File: src/hw/rtl/wrv_pkg.sv
package wrv_pkg;

    localparam int COUNT_BITS = 16;
    localparam int SAMPLE_W   = 16;
    localparam int M2_W       = 46;
    localparam int TDATA_W    = 80;

    localparam logic [COUNT_BITS-1:0] COUNT_MAX = '1;
    localparam logic [M2_W-1:0]       M2_MAX    = '1;

    localparam int DIV_STEPS = SAMPLE_W;
    localparam int DIV_CNT_W = $clog2(DIV_STEPS);

    typedef struct packed {
        logic load;
        logic div_step;
        logic mean_upd;
        logic mul;
        logic acc;
        logic out_load;
    } cmd_t;

    typedef struct packed {
        logic count_full;
    } status_t;

endpackage

File: src/hw/rtl/wrv_datapath.sv
module wrv_datapath
(
    input  logic                         clk,
    input  logic                         rst_n,
    input  wrv_pkg::cmd_t                cmd,
    output wrv_pkg::status_t             status,
    input  logic [wrv_pkg::SAMPLE_W-1:0] sample,
    output logic [wrv_pkg::TDATA_W-1:0]  out_tdata,
    output logic                         out_tuser
);

    localparam int CB = wrv_pkg::COUNT_BITS;
    localparam int SW = wrv_pkg::SAMPLE_W;
    localparam int MW = wrv_pkg::M2_W;

    logic [CB-1:0]   count_reg;
    logic [SW-1:0]   mean_reg;
    logic [MW-1:0]   m2_reg;

    logic [SW-1:0]   x_reg;
    logic            neg_reg;
    logic [SW-1:0]   mag_reg;
    logic [SW-1:0]   quo_reg;
    logic [CB-1:0]   rem_reg;
    logic [SW-1:0]   dev2_reg;
    logic [2*SW-1:0] prod_reg;
    logic            sat_reg;

    logic [wrv_pkg::TDATA_W-1:0] out_tdata_reg;
    logic                        out_tuser_reg;

    logic [SW:0]   diff;
    logic [SW:0]   diff2;
    logic [CB:0]   r_shift;
    logic          r_ge;
    logic [CB:0]   r_sub;
    logic [SW-1:0] new_mean;
    logic [MW:0]   m2_sum;

    assign status.count_full = (count_reg == wrv_pkg::COUNT_MAX);

    assign diff    = {1'b0, sample} - {1'b0, mean_reg};
    assign r_shift = {rem_reg, quo_reg[SW-1]};
    assign r_ge    = (r_shift >= {1'b0, count_reg});
    assign r_sub   = r_shift - {1'b0, count_reg};
    // quotient magnitude truncates toward zero, so apply the sign afterward
    assign new_mean = neg_reg ? (mean_reg - quo_reg) : (mean_reg + quo_reg);
    assign diff2   = {1'b0, x_reg} - {1'b0, new_mean};
    assign m2_sum  = {1'b0, m2_reg} + (MW+1)'(prod_reg);

    always_ff @(posedge clk or negedge rst_n)
    begin
        if (!rst_n)
        begin
            count_reg <= '0;
            mean_reg  <= '0;
            m2_reg    <= '0;
        end
        else
        begin
            if (cmd.load && !status.count_full)
            begin
                count_reg <= count_reg + 1'b1;
            end
            if (cmd.mean_upd)
            begin
                mean_reg <= new_mean;
            end
            if (cmd.acc)
            begin
                m2_reg <= m2_sum[MW] ? wrv_pkg::M2_MAX : m2_sum[MW-1:0];
            end
        end
    end

    always_ff @(posedge clk)
    begin
        if (cmd.load)
        begin
            x_reg   <= sample;
            neg_reg <= diff[SW];
            mag_reg <= diff[SW] ? SW'(-diff) : diff[SW-1:0];
            quo_reg <= diff[SW] ? SW'(-diff) : diff[SW-1:0];
            rem_reg <= '0;
            sat_reg <= status.count_full;
        end
        if (cmd.div_step)
        begin
            rem_reg <= r_ge ? r_sub[CB-1:0] : r_shift[CB-1:0];
            quo_reg <= {quo_reg[SW-2:0], r_ge};
        end
        if (cmd.mean_upd)
        begin
            dev2_reg <= diff2[SW] ? SW'(-diff2) : diff2[SW-1:0];
        end
        if (cmd.mul)
        begin
            prod_reg <= mag_reg * dev2_reg;
        end
        if (cmd.out_load)
        begin
            out_tdata_reg <= {2'b00, m2_reg, mean_reg, 16'(count_reg)};
            out_tuser_reg <= sat_reg;
        end
    end

    assign out_tdata = out_tdata_reg;
    assign out_tuser = out_tuser_reg;

endmodule

File: src/hw/rtl/wrv_ctrl.sv
module wrv_ctrl
(
    input  logic             clk,
    input  logic             rst_n,
    input  logic             in_valid,
    output logic             in_ready,
    output logic             out_valid,
    input  logic             out_ready,
    input  wrv_pkg::status_t status,
    output wrv_pkg::cmd_t    cmd
);

    localparam logic [2:0] ST_IDLE = 3'd0;
    localparam logic [2:0] ST_DIV  = 3'd1;
    localparam logic [2:0] ST_MEAN = 3'd2;
    localparam logic [2:0] ST_MUL  = 3'd3;
    localparam logic [2:0] ST_ACC  = 3'd4;
    localparam logic [2:0] ST_DONE = 3'd5;

    localparam int CW = wrv_pkg::DIV_CNT_W;

    logic [2:0]    state_reg, state_next;
    logic [CW-1:0] bit_cnt_reg, bit_cnt_next;
    logic          out_valid_reg, out_valid_next;

    assign in_ready  = (state_reg == ST_IDLE);
    assign out_valid = out_valid_reg;

    always_comb
    begin
        state_next     = state_reg;
        bit_cnt_next   = bit_cnt_reg;
        out_valid_next = out_valid_reg;
        cmd            = '0;
        if (out_valid_reg && out_ready)
        begin
            out_valid_next = 1'b0;
        end
        unique case (state_reg)
            ST_IDLE:
            begin
                if (in_valid)
                begin
                    cmd.load     = 1'b1;
                    bit_cnt_next = '0;
                    // full count: skip the update and report the held state
                    state_next   = status.count_full ? ST_DONE : ST_DIV;
                end
            end
            ST_DIV:
            begin
                cmd.div_step = 1'b1;
                bit_cnt_next = bit_cnt_reg + 1'b1;
                if (bit_cnt_reg == CW'(wrv_pkg::DIV_STEPS - 1))
                begin
                    state_next = ST_MEAN;
                end
            end
            ST_MEAN:
            begin
                cmd.mean_upd = 1'b1;
                state_next   = ST_MUL;
            end
            ST_MUL:
            begin
                cmd.mul    = 1'b1;
                state_next = ST_ACC;
            end
            ST_ACC:
            begin
                cmd.acc    = 1'b1;
                state_next = ST_DONE;
            end
            ST_DONE:
            begin
                // hold until the output register is free
                if (!out_valid_reg || out_ready)
                begin
                    cmd.out_load   = 1'b1;
                    out_valid_next = 1'b1;
                    state_next     = ST_IDLE;
                end
            end
            default:
            begin
                state_next = ST_IDLE;
            end
        endcase
    end

    always_ff @(posedge clk or negedge rst_n)
    begin
        if (!rst_n)
        begin
            state_reg     <= ST_IDLE;
            bit_cnt_reg   <= '0;
            out_valid_reg <= 1'b0;
        end
        else
        begin
            state_reg     <= state_next;
            bit_cnt_reg   <= bit_cnt_next;
            out_valid_reg <= out_valid_next;
        end
    end

endmodule

File: src/hw/rtl/welford_running_variance.sv
// Welford running mean and variance: each accepted sample (unsigned Q1.15) updates the
// count, the mean and the accumulated squared deviation M2 (Q.30, saturating at 2^46-1)
// and produces one result with the state after the update. The sample is loaded at the
// accepting edge; the result is then formed by a restoring division of the deviation
// by the new count, one quotient bit per cycle, then mean update, multiply, accumulate
// and output load, which waits while an earlier result still holds the output register.
// A saturated request (count already full) goes straight to the output load and leaves
// the state unchanged. The input is taken again the cycle after the result is loaded,
// while that result may still wait in the output register, so a new sample is taken
// only once the last one's result has been loaded. State clears on reset.
module welford_running_variance
(
    input  logic                         clk,
    input  logic                         rst_n,
    input  logic                         s_axis_tvalid,
    output logic                         s_axis_tready,
    input  logic [wrv_pkg::SAMPLE_W-1:0] s_axis_tdata,  // [15:0] sample
    output logic                         m_axis_tvalid,
    input  logic                         m_axis_tready,
    // [15:0] sample_count, [31:16] running_mean, [77:32] sum_sq_dev, [79:78] zero
    output logic [wrv_pkg::TDATA_W-1:0]  m_axis_tdata,
    output logic                         m_axis_tuser   // [0] saturated
);

    wrv_pkg::cmd_t    cmd;
    wrv_pkg::status_t status;

    wrv_ctrl u_ctrl
    (
        .clk       (clk),
        .rst_n     (rst_n),
        .in_valid  (s_axis_tvalid),
        .in_ready  (s_axis_tready),
        .out_valid (m_axis_tvalid),
        .out_ready (m_axis_tready),
        .status    (status),
        .cmd       (cmd)
    );

    wrv_datapath u_datapath
    (
        .clk       (clk),
        .rst_n     (rst_n),
        .cmd       (cmd),
        .status    (status),
        .sample    (s_axis_tdata),
        .out_tdata (m_axis_tdata),
        .out_tuser (m_axis_tuser)
    );

endmodule

File: config.mk
export PLATFORM = sky130hd
export DESIGN_NAME = welford_running_variance
export DESIGN_NICKNAME = d
export VERILOG_FILES = /design/src/hw/rtl/wrv_pkg.sv /design/src/hw/rtl/wrv_datapath.sv /design/src/hw/rtl/wrv_ctrl.sv /design/src/hw/rtl/welford_running_variance.sv
export SDC_FILE = /design/constraint.sdc
export NUM_CORES = 1
export LEC_CHECK = 0
export BUFFER_PORTS_ARGS = -buffer_cell sky130_fd_sc_hd__buf_2
export CAP_MARGIN = 20
export CORE_ASPECT_RATIO = 2
export CORE_MARGIN = 3
export CORE_UTILIZATION = 60
export CTS_CLUSTER_DIAMETER = 80
export DETAILED_ROUTE_END_ITERATION = 10
export GPL_TIMING_DRIVEN = 0
export PLACE_DENSITY = 0.88
export RECOVER_POWER = 50
export SYNTH_ARGS = -nofsm -noshare
export SYNTH_HDL_FRONTEND = slang
export SYNTH_HIERARCHICAL = 1
export SYNTH_SLANG_ARGS = --single-unit
File: constraint.sdc
create_clock -name clk -period 7.6 [get_ports clk]
set_clock_uncertainty 0.1 [all_clocks]
set_input_delay 0.76 -clock clk [delete_from_list [all_inputs] [get_ports clk]]
set_output_delay 0.76 -clock clk [all_outputs]
set_load 0.02 [all_outputs]
# Word-level counts from Yosys, hierarchy flattened
# Cells that the tools add are included.
dict set report word_totals {
  in_bits 20
  elab_cells 75
  out_inout_bits 83
  ff_bits 279
}
dict set report op_classes {
  eq_ne 10
  n_addsub 10
  order_cmp 1
  multipliers 1
  n_mux 27
  n_reduce_logical 10
}
# op count
set op_table {}
lappend op_table {{16-bit 2-to-1 mux} 8}
lappend op_table {{46-bit by 32-bit adder with 47-bit output} 1}
lappend op_table {{46-bit 2-to-1 mux} 1}
lappend op_table {{16-bit by 16-bit subtractor with 17-bit output} 2}
lappend op_table {{16-bit by 16-bit multiplier with 32-bit output} 1}
lappend op_table {{16-bit negation} 2}
lappend op_table {{16-bit subtractor} 2}
lappend op_table {{3-bit case mux with 6 select lines} 1}
lappend op_table {{17-bit by 16-bit greater-or-equal comparator with 1-bit output} 1}
lappend op_table {{16-bit by 1-bit adder with 16-bit output (second input constant)} 1}
lappend op_table {{16-bit adder} 1}
lappend op_table {{16-bit equality test (second input constant)} 1}
lappend op_table {{3-bit 2-to-1 mux} 4}
lappend op_table {{1-bit 2-to-1 mux} 11}
lappend op_table {{4-bit case mux with 2 select lines} 1}
lappend op_table {{3-bit by 2-bit equality test with 1-bit output (second input constant)} 2}
lappend op_table {{3-bit equality test (second input constant)} 2}
lappend op_table {{4-bit by 1-bit adder with 4-bit output (second input constant)} 1}
lappend op_table {{4-bit equality test (second input constant)} 1}
lappend op_table {{4-bit 2-to-1 mux} 1}
lappend op_table {{2-bit by 1-bit != test with 1-bit output (second input constant)} 2}
lappend op_table {{2-bit nonzero test} 2}
lappend op_table {{3-bit by 1-bit equality test with 1-bit output (second input constant)} 1}
lappend op_table {{3-bit zero test} 1}
lappend op_table {{other kinds (6)} 8}

# Logic depth before layout (Yosys ltp)
dict set report logic_depth {
  word_depth 5
  ltp_mapped 26
}

# Cells and area by module
# The synthesis kept the hierarchy.
# module seq_area_each_um2 area_each_um2 cells_each instances
set by_module_without_submodules {}
lappend by_module_without_submodules {wrv_datapath 7747.4 23237.3 2247 1}
lappend by_module_without_submodules {wrv_ctrl 200.2 500.5 49 1}

# Worst setup path before layout
# OpenSTA, ideal clock, no wires.
dict set report synth_path {
  path_kind {register to register}
  startpoint {register u_datapath.dev2_reg[6]}
  endpoint {register u_datapath.prod_reg[30] (data pin)}
  period_less_slack_ns 6.848
  setup_time_ns 0.258
  arrival_ns 6.490
  slack_ns 0.752
  n_path_buf 1
  required_ns 7.242
  path_stages_with_launch 25
  cell_sequence {edfxtp_1 clkbuf_1 and2_1 fa_1 inv_1 fa_1 fa_1 fa_1 inv_1 fa_1 inv_1 fa_1 inv_1 ha_1 a21o_1 a21o_1 a21oi_1 o31ai_1 a221o_1 o41ai_1 o21ai_0 nor4_1 o31ai_1 a21oi_1 xnor2_1}
}
dict set report synth_between {
  elab_chain_cells 1
}
# item line_no
set synth_rtl {}
lappend synth_rtl {{start, declared} wrv_datapath.sv:25} ;# logic [SW-1:0] dev2_reg;
lappend synth_rtl {{start signal, assigned} wrv_datapath.sv:94} ;# dev2_reg <= diff2[SW] ? SW'(-diff2) : diff2[SW-1:0];
lappend synth_rtl {{16-bit by 16-bit multiplier with 32-bit output} wrv_datapath.sv:98} ;# prod_reg <= mag_reg * dev2_reg;
lappend synth_rtl {{end signal, assigned} wrv_datapath.sv:98}
lappend synth_rtl {{end, declared} wrv_datapath.sv:26} ;# logic [2*SW-1:0] prod_reg;
# Every way passes these cells.
# A chain may end at the register's enable or synchronous reset.

# Final worst setup path
dict set report layout_path {
  startpoint {register u_datapath.mag_reg[9]}
  endpoint {register u_datapath.prod_reg[28] (data pin)}
}
dict set report layout_between {
  elab_chain_cells 1
}
# item line_no
set layout_rtl {}
lappend layout_rtl {{start, declared} wrv_datapath.sv:22} ;# logic [SW-1:0] mag_reg;
lappend layout_rtl {{start signal, assigned} wrv_datapath.sv:82} ;# mag_reg <= diff[SW] ? SW'(-diff) : diff[SW-1:0];
lappend layout_rtl {{16-bit by 16-bit multiplier with 32-bit output} wrv_datapath.sv:98}
# Every way passes these cells.

==> results.yml <==
synthesis:
  seq_area_frac_synth: 0.335
  yosysTopAreaCell: "edfxtp_1"
  synth_area_leaders: "edfxtp_1, fa_1, ha_1, dfrtp_1, inv_1"
  synth_most_common_cell: "inv_1"
  post-synth-top-area-fraction: 0.244
  syn_avg_cell_area_um2: 10.3
  synth_edf_count: 193
  synth_cell_types: 95
  synth_commonest_cells: "inv_1, ha_1, fa_1"
  async_flop_share: 0.308
  synth_cells: 2296
  yosys_most_used_dff: "edfxtp_1"
  netlist_area_mm2: 0.0237
  yosys_warnings: 6
  synth_seq_cells: 279
finish:
  drive_gt1_frac: 0.0670
  final_core_util: 0.662
  n_antenna_cell: 0
  final_nets: 2848
  largest_reg_flops: 78
  area_growth_pct: 8.53
clock_network:
  clk_path_buf_depth: 3
  cts_max_level: 1
  root_buffer: "clkbuf_16"
  cts.sinks: 279
  ctsHoldBuffers: 0
  clk_pin_slew_ns: 0.07
  cts_tree: "done"
  insertion_delay_ns: 0.57
  cts_buffers: 25
drt:
  viasPerCell: 5.94
  drcViolationCount: 0
  via_count: 17600
  drtIter0Drc: 866
  postRouteAntennaNets: 0
  wl_per_cell_um: 19.8
  wl_um: 58600
  dr.pass1.iters: 6
critical_path:
  worst_setup_path_end_kind: "flip-flop"
  critPathArrivalTime_ns: 7.54
  crit_chain: "clkbuf_4 > nand2_1 > fa_1 > fa_1 > fa_1 > fa_1 > inv_1 > fa_1 > inv_1 > fa_1 > inv_1 > ha_1 > a21o_1 > a21o_1 > a21oi_1 > o31ai_1 > a221o_1 > o41ai_4 > o21ai_1 > o21ai_0 > a21oi_1 > mux2i_1 > a221oi_1"
  slowest_delay_ns: 0.61
  cp-start-kind: "flip-flop"
  crit_fanout: 10
  cp.required_ns: 7.87
  worst-setup-path-type: "reg2reg"
  critical_path.slowest_cell: "edfxtp_1"
  path_common_cell: "fa_1"
grt:
  antenna_found_initial: 0
  gr-total-overflow: 0
  grt_max_degree: 57
  grt_usage: 0.281
  grt_pass1_wl_um: 95000
  grt_pass1_vias: 19500
outcome:
  violations: "max-capacitance violations, max-slew violations"
  status: "finished, violations left"
floorplan:
  die_x_um: 147
  top_level_ports: 103
  start_util: 0.610
  dieArea_mm2: 0.0421
  rows: 102
  die_y_um: 287
  core_mm2: 0.0389
place:
  io_buffers: 100
  place_congestion: 1.01
  dp_hpwl_um: 47600
sta:
  slew_violations: 164
  worstMarginPinSlew_ns: 3.23
  setup_tns_ns: 0
  period_minus_slack_ns: 7.28
  period_share: 0.958
  setup_violations: 0
  grt_setup_unrepaired: "false"
  final_hold_viol_count: 0
  slew_headroom: -1.15
  fmax_ghz: 0.137
worst_hold_path:
  hold_class: "in2reg"
flow_run:
  drv_cap: 5
metal layers:
metal / wire length, um / track usage / vias to the layer above
li1: - / - / 8019
met1: 18100 / 0.257 / 8566
met2: 32100 / 0.540 / 722
met3: 2540 / 0.0265 / 331
met4: 5890 / 0.242 / 0
met5: 0 / 0 / -
per-stage QoR:
step / cell area (um^2) / cells / setup WS [ns] / hold slack [ns]
global route: 25800 / 2967 / 0.0625 / 0.320
CTS: 25900 / 2967 / 0.0190 / 0.0610
global placement: 24900 / 2917 / -0.311 / 0.321
finish: 25800 / 2967 / 0.321 / 0.310
floorplan: 23700 / 2297 / 0.752 / 0.300
detailed placement: 25000 / 2923 / -0.481 / 0.312
worst paths after layout:
check / startpoint / endpoint / slack, ns / cells past startpoint
min in group asynchronous: rst_n / u_datapath/count_reg[7]$_DFFE_PN0P_ / 0.68 / 1
worst max register to register: u_datapath/mag_reg[9]$_DFFE_PP_ / u_datapath/prod_reg[28]$_DFFE_PP_ / 0.32 / 23
worst min-delay path: s_axis_tdata[8] / u_datapath/x_reg[8]$_DFFE_PP_ / 0.31 / 1
max in group asynchronous: rst_n / u_datapath/m2_reg[6]$_DFFE_PN0P_ / 2.77 / 2
worst max-delay path: u_datapath/mag_reg[9]$_DFFE_PP_ / u_datapath/prod_reg[28]$_DFFE_PP_ / 0.32 / 23
worst min register to register: u_datapath/sat_reg$_DFFE_PP_ / u_datapath/out_tuser$_DFFE_PP_ / 0.33 / 0
worst max-delay path: cells and delay by family, from the launching register on:
kind                     cells  cell delay (ns)
flip-flops                   1             0.61
buffers and inverters        4             0.51
multiplexers                 1             0.15
adder cells (fa/ha/maj)      7             3.36
AND/OR/NAND/NOR              1             0.11
AO/OA/AOI/OAI               10             2.23
kinds of logic (layout without fill, tap and decap cells):
family	count (synthesis)	after routing	synth area share
AOI/OAI and AO/OA	398	398	0.115
other	1	2	0.000158
buffers and inverters	387	537	0.0626
DFF	279	279	0.335
muxes	47	47	0.0209
xor gates and xnor gates	159	159	0.0592
adders and majority gates	404	404	0.276
and+or+nand+nor	621	621	0.132
layout by cell type (no fill, tap or decap), types with 9 or more instances in the layout:
cell type | netlist | layout
a21oi_1 | 109 | 109
nand4_1 | 15 | 15
o31ai_1 | 12 | 12
and2_1 | 128 | 125
xnor2_1 | 116 | 116
xor2_1 | 42 | 42
or3_1 | 11 | 11
o22a_1 | 30 | 30
a21o_1 | 45 | 45
clkbuf_16 | 0 | 27
clkbuf_1 | 52 | 98
and3_1 | 13 | 13
ha_1 | 201 | 201
dfrtp_1 | 86 | 86
o21ai_0 | 69 | 69
a21boi_0 | 9 | 9
nand3_1 | 33 | 33
nor2b_1 | 30 | 30
inv_1 | 327 | 327
o21a_1 | 27 | 27
nor2_1 | 109 | 109
a31oi_1 | 10 | 10
nor3_1 | 31 | 32
mux2i_1 | 26 | 26
edfxtp_1 | 193 | 193
nand2_1 | 192 | 192
fa_1 | 199 | 199
mux2_2 | 21 | 21
clkbuf_2 | 0 | 13
nand2b_1 | 13 | 13
buf_2 | 2 | 46
cell type report:
| class | count | area (um^2) |
|---|---|---|
| buffer | 57 | 264 |
| clock buffer | 36 | 769 |
| clock inverter | 10 | 92.6 |
| fill | 2955 | 13200 |
| inverter | 328 | 1230 |
| multi-input combinational | 1631 | 14300 |
| sequential | 279 | 7950 |
| tap | 520 | 651 |
| timing repair buffer | 106 | 495 |
repair_timing:
item,CTS,global route
pin swaps,0,1
endpoints found under the setup margin,4,4
gates resized for setup,5,33
setup buffers,0,0
Power is not shown: default switching activity piles up to over one toggle a cycle in this logic, so the estimate is an artifact.
